$ cat src/design/wcsm_pkg.sv
// Shared types and constants for the wall centering straight move block.
// Used by the serial arithmetic units, the top level and the testbench.
package wcsm_pkg;

  localparam int HALF_BLOCK_DISTANCE = 90;
  localparam int FULL_BLOCK_DISTANCE = 180;
  localparam int AXIS_STEP = 720;
  localparam int HALF_TURN = 2880;
  localparam int FULL_TURN = 5760;
  localparam int ERR_LIMIT = 8;
  localparam int CREEP_DRIVE = 20;
  localparam int DEFAULT_TICK_US = 1000;
  localparam int DRIVE_LIMIT = 1023;
  localparam int DERIV_SCALE = 1000000;

  localparam int MUL_W = 25;
  localparam int PROD_W = 2 * MUL_W;
  localparam int DIV_N_W = 50;
  localparam int DIV_D_W = 25;
  localparam int DIV_CNT_W = $clog2(DIV_N_W + 1);
  localparam int CORR_W = 52;

  typedef enum logic [2:0] {
    REG_BASE_RUN = 3'd0,
    REG_BASE_SPEED = 3'd1,
    REG_GAIN_P = 3'd2,
    REG_GAIN_TD = 3'd3,
    REG_GAIN_H = 3'd4,
    REG_FRONT_STOP = 3'd5,
    REG_WALL_THRESH = 3'd6,
    REG_TARGET_WALL = 3'd7
  } reg_index_t;

  typedef enum logic [1:0] {
    CAUSE_NONE = 2'd0,
    CAUSE_TIME = 2'd1,
    CAUSE_FRONT = 2'd2
  } stop_cause_t;

  typedef enum logic [3:0] {
    S_IDLE,
    S_SNAP,
    S_RUN_DIV,
    S_MUL_SPD,
    S_DIV_SPD,
    S_MUL_KT,
    S_MUL_DF,
    S_MUL_DN,
    S_DIV_DN,
    S_MUL_P,
    S_MUL_H,
    S_DRV_L,
    S_DRV_R,
    S_OUT
  } state_t;

  typedef struct packed {
    logic start;
    logic [MUL_W-1:0] a;
    logic [MUL_W-1:0] b;
  } mul_req_t;

  typedef struct packed {
    logic done;
    logic [PROD_W-1:0] p;
  } mul_rsp_t;

  typedef struct packed {
    logic start;
    logic [DIV_N_W-1:0] num;
    logic [DIV_D_W-1:0] den;
  } div_req_t;

  typedef struct packed {
    logic done;
    logic [DIV_N_W-1:0] quo;
  } div_rsp_t;

endpackage

$ cat src/design/wcsm_if.sv
// Valid/ready channel interfaces for the input items and result items.
// Depends on nothing but plain logic types.
interface wcsm_in_if;
  logic valid;
  logic ready;
  logic mode;
  logic [9:0] move_distance;
  logic [7:0] left_side_distance;
  logic [7:0] right_side_distance;
  logic [11:0] front_distance;
  logic [12:0] heading;
  logic [19:0] tick_us;
  modport source(output valid, mode, move_distance, left_side_distance,
                 right_side_distance, front_distance, heading, tick_us, input ready);
  modport sink(input valid, mode, move_distance, left_side_distance,
               right_side_distance, front_distance, heading, tick_us, output ready);
endinterface

interface wcsm_out_if;
  logic valid;
  logic ready;
  logic signed [10:0] left_drive;
  logic signed [10:0] right_drive;
  logic moving;
  logic [1:0] stop_cause;
  modport source(output valid, left_drive, right_drive, moving, stop_cause, input ready);
  modport sink(input valid, left_drive, right_drive, moving, stop_cause, output ready);
endinterface

$ cat src/design/wall_centering_straight_move.sv
// Straight move controller with PD wall centering and heading hold.
// A start item for a half block takes a serial divide by 100; a control tick takes up to
// two serial divides and a chain of shift-add multiplies.
// One item is in work at a time; the next can be taken from the cycle after a result is loaded,
// and that result waits in the output register. Reset is synchronous and restores defaults.
module wall_centering_straight_move #(
  parameter int HALF_BLOCK_DISTANCE = wcsm_pkg::HALF_BLOCK_DISTANCE
) (
  input  logic clk,
  input  logic rst_n,
  wcsm_in_if.sink in_chan,
  wcsm_out_if.source out_chan,
  input  logic cfg_we,
  input  logic [2:0] cfg_index,
  input  logic [19:0] cfg_data
);

  localparam int CW = wcsm_pkg::CORR_W;

  function automatic logic signed [14:0] wrap_diff(input logic [2:0] k,
                                                   input logic [12:0] h);
    logic signed [14:0] a;
    a = $signed(15'(k) * 15'(wcsm_pkg::AXIS_STEP)) - $signed({2'b00, h});
    if (a > 15'sd2880) a = a - 15'sd5760;
    if (a < -15'sd2880) a = a + 15'sd5760;
    return a;
  endfunction

  function automatic logic signed [10:0] to_drive(input logic signed [CW-1:0] v);
    logic [CW-1:0] mag;
    logic [CW-13:0] q;
    logic [10:0] lim;
    mag = v[CW-1] ? CW'(-v) : CW'(v);
    q = mag[CW-1:12];
    lim = (q > (CW-12)'(wcsm_pkg::DRIVE_LIMIT)) ? 11'(wcsm_pkg::DRIVE_LIMIT) : q[10:0];
    return v[CW-1] ? $signed(-lim) : $signed(lim);
  endfunction

  logic [19:0] base_run_r;
  logic [7:0] base_speed_r, wth_r, tgt_r;
  logic [11:0] km_r, td_r, ka_r, fsd_r;

  logic signed [4:0] held_r, prev_r;
  logic [23:0] speed_r;
  logic [20:0] elapsed_r;
  logic [19:0] run_r;
  logic [2:0] axis_r;
  logic running_r, full_r, half_r;

  logic [12:0] head_r;
  logic [19:0] dt_r;
  logic signed [5:0] diff_r;
  logic signed [14:0] ang_r;
  logic [23:0] kt_r;
  logic [24:0] dmag_r;
  logic signed [CW-1:0] corr_r;
  logic [2:0] k_r, best_r;
  logic [11:0] best_mag_r;
  logic issued_r;

  logic signed [10:0] res_l_r, res_rr;
  logic res_mv_r;
  logic [1:0] res_cause_r;
  logic out_valid_r;
  logic signed [10:0] out_l_r, out_rt_r;
  logic out_mv_r;
  logic [1:0] out_cause_r;

  wcsm_pkg::state_t state_r, state_nxt;
  wcsm_pkg::mul_req_t mul_req;
  wcsm_pkg::mul_rsp_t mul_rsp;
  wcsm_pkg::div_req_t div_req;
  wcsm_pkg::div_rsp_t div_rsp;

  logic in_ready, accept, load_out;
  logic lw, rw;
  logic signed [9:0] e_raw;
  logic signed [4:0] err_new;
  logic [19:0] dt_in;
  logic [21:0] e_sum;
  logic [20:0] limit;
  logic stop_time, stop_front;
  logic signed [14:0] snap_d;
  logic [11:0] snap_mag;
  logic snap_take;
  logic [25:0] half_num;
  logic [4:0] diff_mag;
  logic [3:0] held_mag;
  logic [11:0] ang_mag;
  logic signed [CW-1:0] p_ext, sp_ext;

  wcsm_mul u_mul (.clk(clk), .rst_n(rst_n), .req(mul_req), .rsp(mul_rsp));
  wcsm_div u_div (.clk(clk), .rst_n(rst_n), .req(div_req), .rsp(div_rsp));

  assign accept = in_chan.valid && in_ready;
  assign load_out = (state_r == wcsm_pkg::S_OUT) && (!out_valid_r || out_chan.ready);

  always_comb begin
    lw = in_chan.left_side_distance < wth_r;
    rw = in_chan.right_side_distance < wth_r;
    if (lw && rw) begin
      e_raw = $signed({2'b00, in_chan.right_side_distance})
            - $signed({2'b00, in_chan.left_side_distance});
    end else if (lw) begin
      e_raw = $signed({2'b00, tgt_r}) - $signed({2'b00, in_chan.left_side_distance});
    end else if (rw) begin
      e_raw = $signed({2'b00, in_chan.right_side_distance}) - $signed({2'b00, tgt_r});
    end else begin
      e_raw = 10'(held_r);
    end
    if (e_raw > 10'sd8) begin
      err_new = 5'sd8;
    end else if (e_raw < -10'sd8) begin
      err_new = -5'sd8;
    end else begin
      err_new = e_raw[4:0];
    end
  end

  assign dt_in = (in_chan.tick_us == '0) ? 20'(wcsm_pkg::DEFAULT_TICK_US) : in_chan.tick_us;
  assign e_sum = 22'(elapsed_r) + 22'(dt_in);
  assign limit = {run_r, 1'b0};
  assign stop_time = elapsed_r >= limit;
  assign stop_front = in_chan.front_distance < fsd_r;

  assign snap_d = wrap_diff(k_r, head_r);
  assign snap_mag = snap_d[14] ? 12'(-snap_d) : snap_d[11:0];
  assign snap_take = (k_r == '0) || (snap_mag < best_mag_r);
  assign half_num = {1'b0, base_run_r, 5'b0} + {5'b0, base_run_r, 1'b0}
                  + {6'b0, base_run_r} + 26'd50;

  assign diff_mag = diff_r[5] ? 5'(-diff_r) : diff_r[4:0];
  assign held_mag = held_r[4] ? 4'(-held_r) : held_r[3:0];
  assign ang_mag = ang_r[14] ? 12'(-ang_r) : ang_r[11:0];
  assign p_ext = $signed({{(CW-wcsm_pkg::PROD_W){1'b0}}, mul_rsp.p});
  assign sp_ext = $signed({{(CW-20){1'b0}}, speed_r[23:4]});

  always_comb begin
    state_nxt = state_r;
    case (state_r)
      wcsm_pkg::S_IDLE: begin
        if (accept) begin
          if (!in_chan.mode) begin
            state_nxt = wcsm_pkg::S_SNAP;
          end else if (!running_r || stop_time || stop_front) begin
            state_nxt = wcsm_pkg::S_OUT;
          end else begin
            state_nxt = wcsm_pkg::S_MUL_SPD;
          end
        end
      end
      wcsm_pkg::S_SNAP: begin
        if (k_r == 3'd7) begin
          state_nxt = half_r ? wcsm_pkg::S_RUN_DIV : wcsm_pkg::S_OUT;
        end
      end
      wcsm_pkg::S_RUN_DIV: if (div_rsp.done) state_nxt = wcsm_pkg::S_OUT;
      wcsm_pkg::S_MUL_SPD: begin
        if (run_r == '0) begin
          state_nxt = wcsm_pkg::S_MUL_KT;
        end else if (mul_rsp.done) begin
          state_nxt = wcsm_pkg::S_DIV_SPD;
        end
      end
      wcsm_pkg::S_DIV_SPD: if (div_rsp.done) state_nxt = wcsm_pkg::S_MUL_KT;
      wcsm_pkg::S_MUL_KT: if (mul_rsp.done) state_nxt = wcsm_pkg::S_MUL_DF;
      wcsm_pkg::S_MUL_DF: if (mul_rsp.done) state_nxt = wcsm_pkg::S_MUL_DN;
      wcsm_pkg::S_MUL_DN: if (mul_rsp.done) state_nxt = wcsm_pkg::S_DIV_DN;
      wcsm_pkg::S_DIV_DN: if (div_rsp.done) state_nxt = wcsm_pkg::S_MUL_P;
      wcsm_pkg::S_MUL_P: if (mul_rsp.done) state_nxt = wcsm_pkg::S_MUL_H;
      wcsm_pkg::S_MUL_H: if (mul_rsp.done) state_nxt = wcsm_pkg::S_DRV_L;
      wcsm_pkg::S_DRV_L: state_nxt = wcsm_pkg::S_DRV_R;
      wcsm_pkg::S_DRV_R: state_nxt = wcsm_pkg::S_OUT;
      wcsm_pkg::S_OUT: if (load_out) state_nxt = wcsm_pkg::S_IDLE;
      default: state_nxt = wcsm_pkg::S_IDLE;
    endcase
  end

  always_comb begin
    in_ready = (state_r == wcsm_pkg::S_IDLE);
    mul_req = '0;
    div_req = '0;
    case (state_r)
      wcsm_pkg::S_RUN_DIV: begin
        div_req.start = !issued_r;
        div_req.num = wcsm_pkg::DIV_N_W'(half_num);
        div_req.den = wcsm_pkg::DIV_D_W'(100);
      end
      wcsm_pkg::S_MUL_SPD: begin
        mul_req.start = !issued_r && (run_r != '0);
        mul_req.a = wcsm_pkg::MUL_W'(dt_r);
        mul_req.b = wcsm_pkg::MUL_W'(base_speed_r);
      end
      wcsm_pkg::S_DIV_SPD: begin
        div_req.start = !issued_r;
        div_req.num = {6'b0, mul_rsp.p[27:0], 16'b0};
        div_req.den = wcsm_pkg::DIV_D_W'(limit);
      end
      wcsm_pkg::S_MUL_KT: begin
        mul_req.start = !issued_r;
        mul_req.a = wcsm_pkg::MUL_W'(km_r);
        mul_req.b = wcsm_pkg::MUL_W'(td_r);
      end
      wcsm_pkg::S_MUL_DF: begin
        mul_req.start = !issued_r;
        mul_req.a = wcsm_pkg::MUL_W'(wcsm_pkg::DERIV_SCALE);
        mul_req.b = wcsm_pkg::MUL_W'(diff_mag);
      end
      wcsm_pkg::S_MUL_DN: begin
        mul_req.start = !issued_r;
        mul_req.a = dmag_r;
        mul_req.b = wcsm_pkg::MUL_W'(kt_r);
      end
      wcsm_pkg::S_DIV_DN: begin
        div_req.start = !issued_r;
        div_req.num = wcsm_pkg::DIV_N_W'(mul_rsp.p);
        div_req.den = {1'b0, dt_r, 4'b0};
      end
      wcsm_pkg::S_MUL_P: begin
        mul_req.start = !issued_r;
        mul_req.a = wcsm_pkg::MUL_W'(km_r);
        mul_req.b = wcsm_pkg::MUL_W'(held_mag);
      end
      wcsm_pkg::S_MUL_H: begin
        mul_req.start = !issued_r;
        mul_req.a = wcsm_pkg::MUL_W'(ka_r);
        mul_req.b = wcsm_pkg::MUL_W'(ang_mag);
      end
      default: begin
        mul_req = '0;
      end
    endcase
  end

  always_ff @(posedge clk) begin
    if (!rst_n) begin
      state_r <= wcsm_pkg::S_IDLE;
      issued_r <= 1'b0;
      out_valid_r <= 1'b0;
      base_run_r <= 20'd350000;
      base_speed_r <= 8'd100;
      km_r <= 12'd192;
      td_r <= 12'd102;
      ka_r <= 12'd64;
      fsd_r <= 12'd60;
      wth_r <= 8'd8;
      tgt_r <= 8'd4;
      held_r <= '0;
      prev_r <= '0;
      speed_r <= '0;
      elapsed_r <= '0;
      run_r <= '0;
      axis_r <= '0;
      running_r <= 1'b0;
      full_r <= 1'b0;
      half_r <= 1'b0;
    end else begin
      state_r <= state_nxt;
      if (mul_req.start || div_req.start) begin
        issued_r <= 1'b1;
      end else if (mul_rsp.done || div_rsp.done) begin
        issued_r <= 1'b0;
      end

      if (cfg_we) begin
        case (wcsm_pkg::reg_index_t'(cfg_index))
          wcsm_pkg::REG_BASE_RUN: base_run_r <= cfg_data;
          wcsm_pkg::REG_BASE_SPEED: base_speed_r <= cfg_data[7:0];
          wcsm_pkg::REG_GAIN_P: km_r <= cfg_data[11:0];
          wcsm_pkg::REG_GAIN_TD: td_r <= cfg_data[11:0];
          wcsm_pkg::REG_GAIN_H: ka_r <= cfg_data[11:0];
          wcsm_pkg::REG_FRONT_STOP: fsd_r <= cfg_data[11:0];
          wcsm_pkg::REG_WALL_THRESH: wth_r <= cfg_data[7:0];
          wcsm_pkg::REG_TARGET_WALL: tgt_r <= cfg_data[7:0];
          default: base_run_r <= base_run_r;
        endcase
      end

      if (load_out) begin
        out_valid_r <= 1'b1;
      end else if (out_chan.ready) begin
        out_valid_r <= 1'b0;
      end

      case (state_r)
        wcsm_pkg::S_IDLE: begin
          if (accept && !in_chan.mode) begin
            held_r <= err_new;
            prev_r <= err_new;
            full_r <= in_chan.move_distance == 10'(wcsm_pkg::FULL_BLOCK_DISTANCE);
            half_r <= in_chan.move_distance == 10'(HALF_BLOCK_DISTANCE);
            run_r <= base_run_r;
            speed_r <= {base_speed_r, 16'b0};
            elapsed_r <= '0;
            running_r <= 1'b1;
          end else if (accept && running_r && (stop_time || stop_front)) begin
            running_r <= 1'b0;
          end else if (accept && running_r) begin
            elapsed_r <= e_sum[21] ? '1 : e_sum[20:0];
            held_r <= err_new;
            prev_r <= err_new;
          end
        end
        wcsm_pkg::S_SNAP: begin
          if (k_r == 3'd7) begin
            axis_r <= snap_take ? k_r : best_r;
          end
        end
        wcsm_pkg::S_RUN_DIV: begin
          if (div_rsp.done) run_r <= div_rsp.quo[19:0];
        end
        wcsm_pkg::S_MUL_SPD: begin
          if (run_r == '0) speed_r <= '0;
        end
        wcsm_pkg::S_DIV_SPD: begin
          if (div_rsp.done) begin
            if (wcsm_pkg::DIV_N_W'(speed_r) > div_rsp.quo) begin
              speed_r <= speed_r - div_rsp.quo[23:0];
            end else begin
              speed_r <= '0;
            end
          end
        end
        default: begin
          speed_r <= speed_r;
        end
      endcase
    end

    if (accept) begin
      head_r <= in_chan.heading;
      dt_r <= dt_in;
      diff_r <= 6'(err_new) - 6'(prev_r);
      ang_r <= wrap_diff(axis_r, in_chan.heading);
      k_r <= '0;
      res_l_r <= '0;
      res_rr <= '0;
      res_mv_r <= 1'b0;
      res_cause_r <= wcsm_pkg::CAUSE_NONE;
      if (!in_chan.mode) begin
        res_mv_r <= 1'b1;
      end else if (running_r && (stop_time || stop_front)) begin
        res_cause_r <= stop_time ? wcsm_pkg::CAUSE_TIME : wcsm_pkg::CAUSE_FRONT;
        if (full_r) begin
          res_l_r <= 11'(wcsm_pkg::CREEP_DRIVE);
          res_rr <= 11'(wcsm_pkg::CREEP_DRIVE);
        end
      end else if (running_r) begin
        res_mv_r <= 1'b1;
      end
    end

    if (state_r == wcsm_pkg::S_SNAP) begin
      k_r <= k_r + 1'b1;
      if (snap_take) begin
        best_r <= k_r;
        best_mag_r <= snap_mag;
      end
    end
    if ((state_r == wcsm_pkg::S_MUL_KT) && mul_rsp.done) kt_r <= mul_rsp.p[23:0];
    if ((state_r == wcsm_pkg::S_MUL_DF) && mul_rsp.done) dmag_r <= mul_rsp.p[24:0];
    if ((state_r == wcsm_pkg::S_DIV_DN) && div_rsp.done) begin
      corr_r <= diff_r[5] ? -$signed(CW'(div_rsp.quo)) : $signed(CW'(div_rsp.quo));
    end
    if ((state_r == wcsm_pkg::S_MUL_P) && mul_rsp.done) begin
      corr_r <= held_r[4] ? corr_r - (p_ext <<< 4) : corr_r + (p_ext <<< 4);
    end
    if ((state_r == wcsm_pkg::S_MUL_H) && mul_rsp.done) begin
      corr_r <= ang_r[14] ? corr_r - p_ext : corr_r + p_ext;
    end
    if (state_r == wcsm_pkg::S_DRV_L) res_l_r <= to_drive(sp_ext + corr_r);
    if (state_r == wcsm_pkg::S_DRV_R) res_rr <= to_drive(sp_ext - corr_r);

    if (load_out) begin
      out_l_r <= res_l_r;
      out_rt_r <= res_rr;
      out_mv_r <= res_mv_r;
      out_cause_r <= res_cause_r;
    end
  end

  assign in_chan.ready = in_ready;
  assign out_chan.valid = out_valid_r;
  assign out_chan.left_drive = out_l_r;
  assign out_chan.right_drive = out_rt_r;
  assign out_chan.moving = out_mv_r;
  assign out_chan.stop_cause = out_cause_r;

endmodule

$ cat src/design/wcsm_mul.sv
// Bit-serial shift-add multiplier, one multiplier bit per cycle.
// Depends on wcsm_pkg for widths and request/response structs.
module wcsm_mul (
  input  logic clk,
  input  logic rst_n,
  input  wcsm_pkg::mul_req_t req,
  output wcsm_pkg::mul_rsp_t rsp
);

  logic [wcsm_pkg::PROD_W-1:0] a_r, a_nxt;
  logic [wcsm_pkg::MUL_W-1:0] b_r, b_nxt;
  logic [wcsm_pkg::PROD_W-1:0] p_r, p_nxt;
  logic busy_r, busy_nxt;
  logic done;

  assign done = busy_r && (b_r == '0);

  always_comb begin
    a_nxt = a_r;
    b_nxt = b_r;
    p_nxt = p_r;
    busy_nxt = busy_r;
    if (req.start) begin
      a_nxt = wcsm_pkg::PROD_W'(req.a);
      b_nxt = req.b;
      p_nxt = '0;
      busy_nxt = 1'b1;
    end else if (done) begin
      busy_nxt = 1'b0;
    end else if (busy_r) begin
      if (b_r[0]) begin
        p_nxt = p_r + a_r;
      end
      a_nxt = a_r << 1;
      b_nxt = b_r >> 1;
    end
  end

  always_ff @(posedge clk) begin
    if (!rst_n) begin
      busy_r <= 1'b0;
    end else begin
      busy_r <= busy_nxt;
    end
    a_r <= a_nxt;
    b_r <= b_nxt;
    p_r <= p_nxt;
  end

  assign rsp.done = done;
  assign rsp.p = p_r;

endmodule

$ cat src/design/wcsm_div.sv
// Restoring divider, one quotient bit per cycle, unsigned operands.
// Depends on wcsm_pkg for widths and request/response structs.
module wcsm_div (
  input  logic clk,
  input  logic rst_n,
  input  wcsm_pkg::div_req_t req,
  output wcsm_pkg::div_rsp_t rsp
);

  logic [wcsm_pkg::DIV_N_W-1:0] q_r, q_nxt;
  logic [wcsm_pkg::DIV_D_W-1:0] rem_r, rem_nxt;
  logic [wcsm_pkg::DIV_D_W-1:0] den_r, den_nxt;
  logic [wcsm_pkg::DIV_CNT_W-1:0] cnt_r, cnt_nxt;
  logic busy_r, busy_nxt;
  logic [wcsm_pkg::DIV_D_W:0] trial;
  logic fits;
  logic done;

  assign done = busy_r && (cnt_r == '0);
  assign trial = {rem_r, q_r[wcsm_pkg::DIV_N_W-1]};
  assign fits = trial >= {1'b0, den_r};

  always_comb begin
    q_nxt = q_r;
    rem_nxt = rem_r;
    den_nxt = den_r;
    cnt_nxt = cnt_r;
    busy_nxt = busy_r;
    if (req.start) begin
      q_nxt = req.num;
      rem_nxt = '0;
      den_nxt = req.den;
      cnt_nxt = wcsm_pkg::DIV_CNT_W'(wcsm_pkg::DIV_N_W);
      busy_nxt = 1'b1;
    end else if (done) begin
      busy_nxt = 1'b0;
    end else if (busy_r) begin
      if (fits) begin
        rem_nxt = wcsm_pkg::DIV_D_W'(trial - {1'b0, den_r});
      end else begin
        rem_nxt = trial[wcsm_pkg::DIV_D_W-1:0];
      end
      q_nxt = {q_r[wcsm_pkg::DIV_N_W-2:0], fits};
      cnt_nxt = cnt_r - 1'b1;
    end
  end

  always_ff @(posedge clk) begin
    if (!rst_n) begin
      busy_r <= 1'b0;
    end else begin
      busy_r <= busy_nxt;
    end
    q_r <= q_nxt;
    rem_r <= rem_nxt;
    den_r <= den_nxt;
    cnt_r <= cnt_nxt;
  end

  assign rsp.done = done;
  assign rsp.quo = q_r;

endmodule

$ cat src/flat_wrapper.sv
// flat-port wrapper written by rule: the top's interface ports become plain ports
module wall_centering_straight_move_flat 
#(
  parameter int HALF_BLOCK_DISTANCE = wcsm_pkg::HALF_BLOCK_DISTANCE
)
  (clk, rst_n, cfg_we, cfg_index, cfg_data, in_chan_valid, in_chan_mode, in_chan_move_distance, in_chan_left_side_distance, in_chan_right_side_distance, in_chan_front_distance, in_chan_heading, in_chan_tick_us, in_chan_ready, out_chan_valid, out_chan_left_drive, out_chan_right_drive, out_chan_moving, out_chan_stop_cause, out_chan_ready);
  wcsm_in_if in_chan_i ();
  wcsm_out_if out_chan_i ();
  input  logic clk;
  input  logic rst_n;
  input  logic cfg_we;
  input  logic [2:0] cfg_index;
  input  logic [19:0] cfg_data;
  input wire logic [$bits(in_chan_i.valid)-1:0] in_chan_valid;
  input wire logic [$bits(in_chan_i.mode)-1:0] in_chan_mode;
  input wire logic [$bits(in_chan_i.move_distance)-1:0] in_chan_move_distance;
  input wire logic [$bits(in_chan_i.left_side_distance)-1:0] in_chan_left_side_distance;
  input wire logic [$bits(in_chan_i.right_side_distance)-1:0] in_chan_right_side_distance;
  input wire logic [$bits(in_chan_i.front_distance)-1:0] in_chan_front_distance;
  input wire logic [$bits(in_chan_i.heading)-1:0] in_chan_heading;
  input wire logic [$bits(in_chan_i.tick_us)-1:0] in_chan_tick_us;
  output wire logic [$bits(in_chan_i.ready)-1:0] in_chan_ready;
  output wire logic [$bits(out_chan_i.valid)-1:0] out_chan_valid;
  output wire logic [$bits(out_chan_i.left_drive)-1:0] out_chan_left_drive;
  output wire logic [$bits(out_chan_i.right_drive)-1:0] out_chan_right_drive;
  output wire logic [$bits(out_chan_i.moving)-1:0] out_chan_moving;
  output wire logic [$bits(out_chan_i.stop_cause)-1:0] out_chan_stop_cause;
  input wire logic [$bits(out_chan_i.ready)-1:0] out_chan_ready;
  assign in_chan_i.valid = in_chan_valid;
  assign in_chan_i.mode = in_chan_mode;
  assign in_chan_i.move_distance = in_chan_move_distance;
  assign in_chan_i.left_side_distance = in_chan_left_side_distance;
  assign in_chan_i.right_side_distance = in_chan_right_side_distance;
  assign in_chan_i.front_distance = in_chan_front_distance;
  assign in_chan_i.heading = in_chan_heading;
  assign in_chan_i.tick_us = in_chan_tick_us;
  assign in_chan_ready = in_chan_i.ready;
  assign out_chan_valid = out_chan_i.valid;
  assign out_chan_left_drive = out_chan_i.left_drive;
  assign out_chan_right_drive = out_chan_i.right_drive;
  assign out_chan_moving = out_chan_i.moving;
  assign out_chan_stop_cause = out_chan_i.stop_cause;
  assign out_chan_i.ready = out_chan_ready;
  wall_centering_straight_move #(.HALF_BLOCK_DISTANCE(HALF_BLOCK_DISTANCE)) u_core (.clk(clk), .rst_n(rst_n), .in_chan(in_chan_i), .out_chan(out_chan_i), .cfg_we(cfg_we), .cfg_index(cfg_index), .cfg_data(cfg_data));
endmodule
$ cat config.mk
export PLATFORM = sky130hd
export DESIGN_NAME = wall_centering_straight_move_flat
export DESIGN_NICKNAME = d
export VERILOG_FILES = /design/src/design/wcsm_pkg.sv /design/src/design/wcsm_if.sv /design/src/design/wall_centering_straight_move.sv /design/src/design/wcsm_mul.sv /design/src/design/wcsm_div.sv /design/src/flat_wrapper.sv
export SDC_FILE = /design/constraint.sdc
export NUM_CORES = 2
export LEC_CHECK = 0
export ABC_AREA = 1
export BUFFER_PORTS_ARGS = -buffer_cell sky130_fd_sc_hd__buf_2
export CAP_MARGIN = 20
export CORE_ASPECT_RATIO = 1.25
export CORE_MARGIN = 2
export CORE_UTILIZATION = 46
export CTS_BUF_LIST = sky130_fd_sc_hd__clkbuf_8
export CTS_CLUSTER_SIZE = 14
export DETAILED_ROUTE_END_ITERATION = 8
export SYNTH_ARGS = -nofsm -noshare
export SYNTH_HDL_FRONTEND = slang
export SYNTH_SLANG_ARGS = --single-unit
$ cat constraint.sdc
create_clock -name clk -period 12.64 [get_ports clk]
set_clock_uncertainty 0.15 [all_clocks]
set_input_delay 2.528 -clock clk [delete_from_list [all_inputs] [get_ports clk]]
set_output_delay 2.528 -clock clk [all_outputs]
set_load 0.03 [all_outputs]
==> flow_metrics.env <==
export IMPL_finalHoldViolations=0
export IMPL_wl_per_cell_um=21.7
export IMPL_grt_max_degree=105
export IMPL_antenna_found_initial=3
export IMPL_critical_path_max_stage_delay_ps=760
export IMPL_clkTransAtPathRegs_ps=60
export IMPL_syn_avg_cell_area_um2=6.66
export IMPL_crit_slowest_cell="nor2_1"
export IMPL_synthFlopType="edfxtp_1"
export IMPL_power_per_cell_area_nw_per_um2=244
export IMPL_power_total_uw=14700
export IMPL_clkLatencyLatePin_ps=860
export IMPL_vias=57000
export IMPL_final_common_cell="nand2_1"
export IMPL_ys_ff_latch=624
export IMPL_crit_path_start="u_core.k_r[1]"
export IMPL_dp_cells=9908
export IMPL_gp_congestion=1.03
export IMPL_syn_num_nets=8942
export IMPL_cp_start_kind="register"
export IMPL_maxSlewHeadroom_pct=19.4
export IMPL_antenna_left=0
export IMPL_overflow=0
export IMPL_cts_root_buf="clkbuf_8"
export IMPL_area_growth_pct=7.89
export IMPL_fin_util_pct=50.1
export IMPL_vdd_drop_max_uv=664
export IMPL_num_rows=142
export IMPL_fin_nets=9002
export IMPL_worstMarginPinSlew_ps=1200
export IMPL_drive_above_1_share_pct=6.54
export IMPL_grt_pass1_wl_mm=329
export IMPL_async_flop_share_pct=0
export IMPL_yosys_warnings=0
export IMPL_fin_crit_sh_pct=60.3
export IMPL_grt_pass1_vias=54600
export IMPL_cap_violations=0
export IMPL_cts_tree="built"
export IMPL_critPathMostFrequentCell="nand2_1"
export IMPL_ctsLongestPathBuffers=3
export IMPL_status="finished, final reports clean"
export IMPL_post_route_min_period_ps=7630
export IMPL_cp_end_kind="register"
export IMPL_required_ps=12930
export IMPL_fmax_mhz=131
export IMPL_netlist_area_um2=55800
export IMPL_cp_buffers_inverters=5
export IMPL_cts_max_level=3
export IMPL_yosysSeqAreaShare_pct=28.5
export IMPL_grt_total_usage_pct=34.7
export IMPL_dieArea_um2=124000
export IMPL_dp_hpwl_mm=178
export IMPL_numPortBuffers=126
export IMPL_hold_buffers=0
export IMPL_post_cts_buffers=0
export IMPL_rr_startpoint="u_core.k_r[1]"
export IMPL_rsz0062_at_grt="false"
export IMPL_yosysUniqueCellTypes=71
export IMPL_fin_hold_ws_ps=268
export IMPL_core_area_um2=120000
export IMPL_synth_edff_count=342
export IMPL_layoutNonFillerInstCount=10100
export IMPL_dr_pass1_iters=6
export IMPL_setup_viol=0
export IMPL_die_w_um=316
export IMPL_io_pins=127
export IMPL_final_max_slew_viol_count=0
export IMPL_syn_inst=8375
export IMPL_worstPathArrival_ps=7920
export IMPL_avgViaCountPerCell=5.63
export IMPL_die_h_um=393
export IMPL_total_leakage_power_uw=0.0287
export IMPL_drcViolationCount=0
export IMPL_fill_cells=12500
export IMPL_min_delay_start="u_core.res_l_r[10]"
export IMPL_criticalPathCategory="reg2reg"
export IMPL_clock_sinks=624
export IMPL_hold_class="reg2reg"
export IMPL_final_cell_mix="2,109 x nand2_1, 1,177 x inv_1, 788 x nor2_1"
export IMPL_routed_wl_mm=220
export IMPL_cts_made_buffers=107
export IMPL_drt_iter0_markers=4721
export IMPL_start_util_pct=46.5
export IMPL_crit_fanout=12
export IMPL_finalSetupTns_ps=0
export IMPL_crit_family="simple AND/OR/NAND/NOR gates"
export IMPL_multi_input_area_um2=34500
export IMPL_post_cts_resized=0
export IMPL_seqCellArea_um2=15900
==> power by group <==
part / total (µW) / leakage (µW) / switching (µW) / internal [µW]
clock: 1990 / 0.00130 / 953 / 1040
sequential: 3520 / 0.00548 / 525 / 3000
combinational: 9160 / 0.0219 / 6200 / 2960
==> flip-flops by register name, summed over array words and instances, names as in the netlist, 13 cells and up <==
register            cells
u_core.run_r           20
u_core.u_mul.p_r       50
u_core.u_div.q_r       50
u_core.u_div.den_r     23
u_core.u_mul.a_r       50
u_core.kt_r            24
u_core.corr_r          52
u_core.u_div.rem_r     25
u_core.ang_r           13
u_core.u_mul.b_r       24
u_core.dmag_r          25
u_core.speed_r         24
u_core.elapsed_r       21
u_core.dt_r            20
u_core.base_run_r      20
==> routing by layer <==
metal / vias up / wire length, µm / GRT usage, %
met5: - / 13 / 0
met4: 2 / 19300 / 26.1
met3: 614 / 12800 / 5.14
met2: 1996 / 103000 / 58.2
met1: 26400 / 84600 / 39.6
li1: 28000 / - / -
==> path summary, 6_finish.rpt <==
path | depth (start not counted) | slack, ps | endpoint
hold reg to reg | 0 | 270 | u_core.out_chan.left_drive[10]
setup / recovery | 39 | 5010 | u_core.best_mag_r[2]
setup reg to reg | 39 | 5010 | u_core.best_mag_r[2]
hold / removal | 0 | 270 | u_core.out_chan.left_drive[10]
==> logic make-up after synthesis <==
| group | Yosys count | synth area share, % |
|---|---|---|
| compound gates | 1764 | 17.5 |
| xor+xnor | 272 | 4.27 |
| simple gates | 3828 | 29.0 |
| flops | 624 | 28.5 |
| buf+inv | 1420 | 9.85 |
| fa+ha+maj | 467 | 10.9 |
==> final cells by class <==
| cell class | instances | area share (%) |
|---|---|---|
| multi-input cells | 6331 | 57.2 |
| flip-flops and latches | 624 | 26.4 |
| inverters | 1179 | 7.35 |
| well taps | 1584 | 3.29 |
| clock buffers | 119 | 2.72 |
| repair buffers | 192 | 1.93 |
| clock inverters | 81 | 1.02 |
| diodes | 3 | 0.0125 |
==> metrics by stage <==
stage	worst slack (ps)	cell area (µm²)
after CTS	4940	60100
after detailed placement	4970	57900
after global routing	4190	60200
after floorplan	6240	55800
after global placement	4950	57900
final	5010	60200
==> cells in the mapped netlist (all sizes together), types with 5 or more instances <==
cell type / count / share of area [%]
fa: 29 / 1.0
a21boi: 21 / 0.28
a22oi: 21 / 0.28
clkbuf: 189 / 1.3
o22ai: 40 / 0.45
nor2: 848 / 6.0
o221ai: 16 / 0.25
a21o: 21 / 0.28
dfxtp: 282 / 10
o21a: 23 / 0.31
edfxtp: 342 / 18
nor3: 106 / 1.0
nor4: 31 / 0.37
a211oi: 11 / 0.15
buf: 52 / 0.64
ha: 438 / 9.8
a21oi: 712 / 6.4
xor2: 191 / 3.0
o21ai: 667 / 6.0
o21bai: 29 / 0.40
nand3: 510 / 4.7
a221oi: 29 / 0.46
o31ai: 9 / 0.12
nand3b: 26 / 0.35
or2: 28 / 0.31
nand4: 114 / 1.3
a41oi: 6 / 0.094
a22o: 6 / 0.094
xnor2: 81 / 1.3
inv: 1174 / 7.9
clkinv: 5 / 0.034
o211ai: 35 / 0.47
nand2: 2153 / 15
a31oi: 94 / 1.1
No activity file was read; power rests on OpenSTA's default activity.
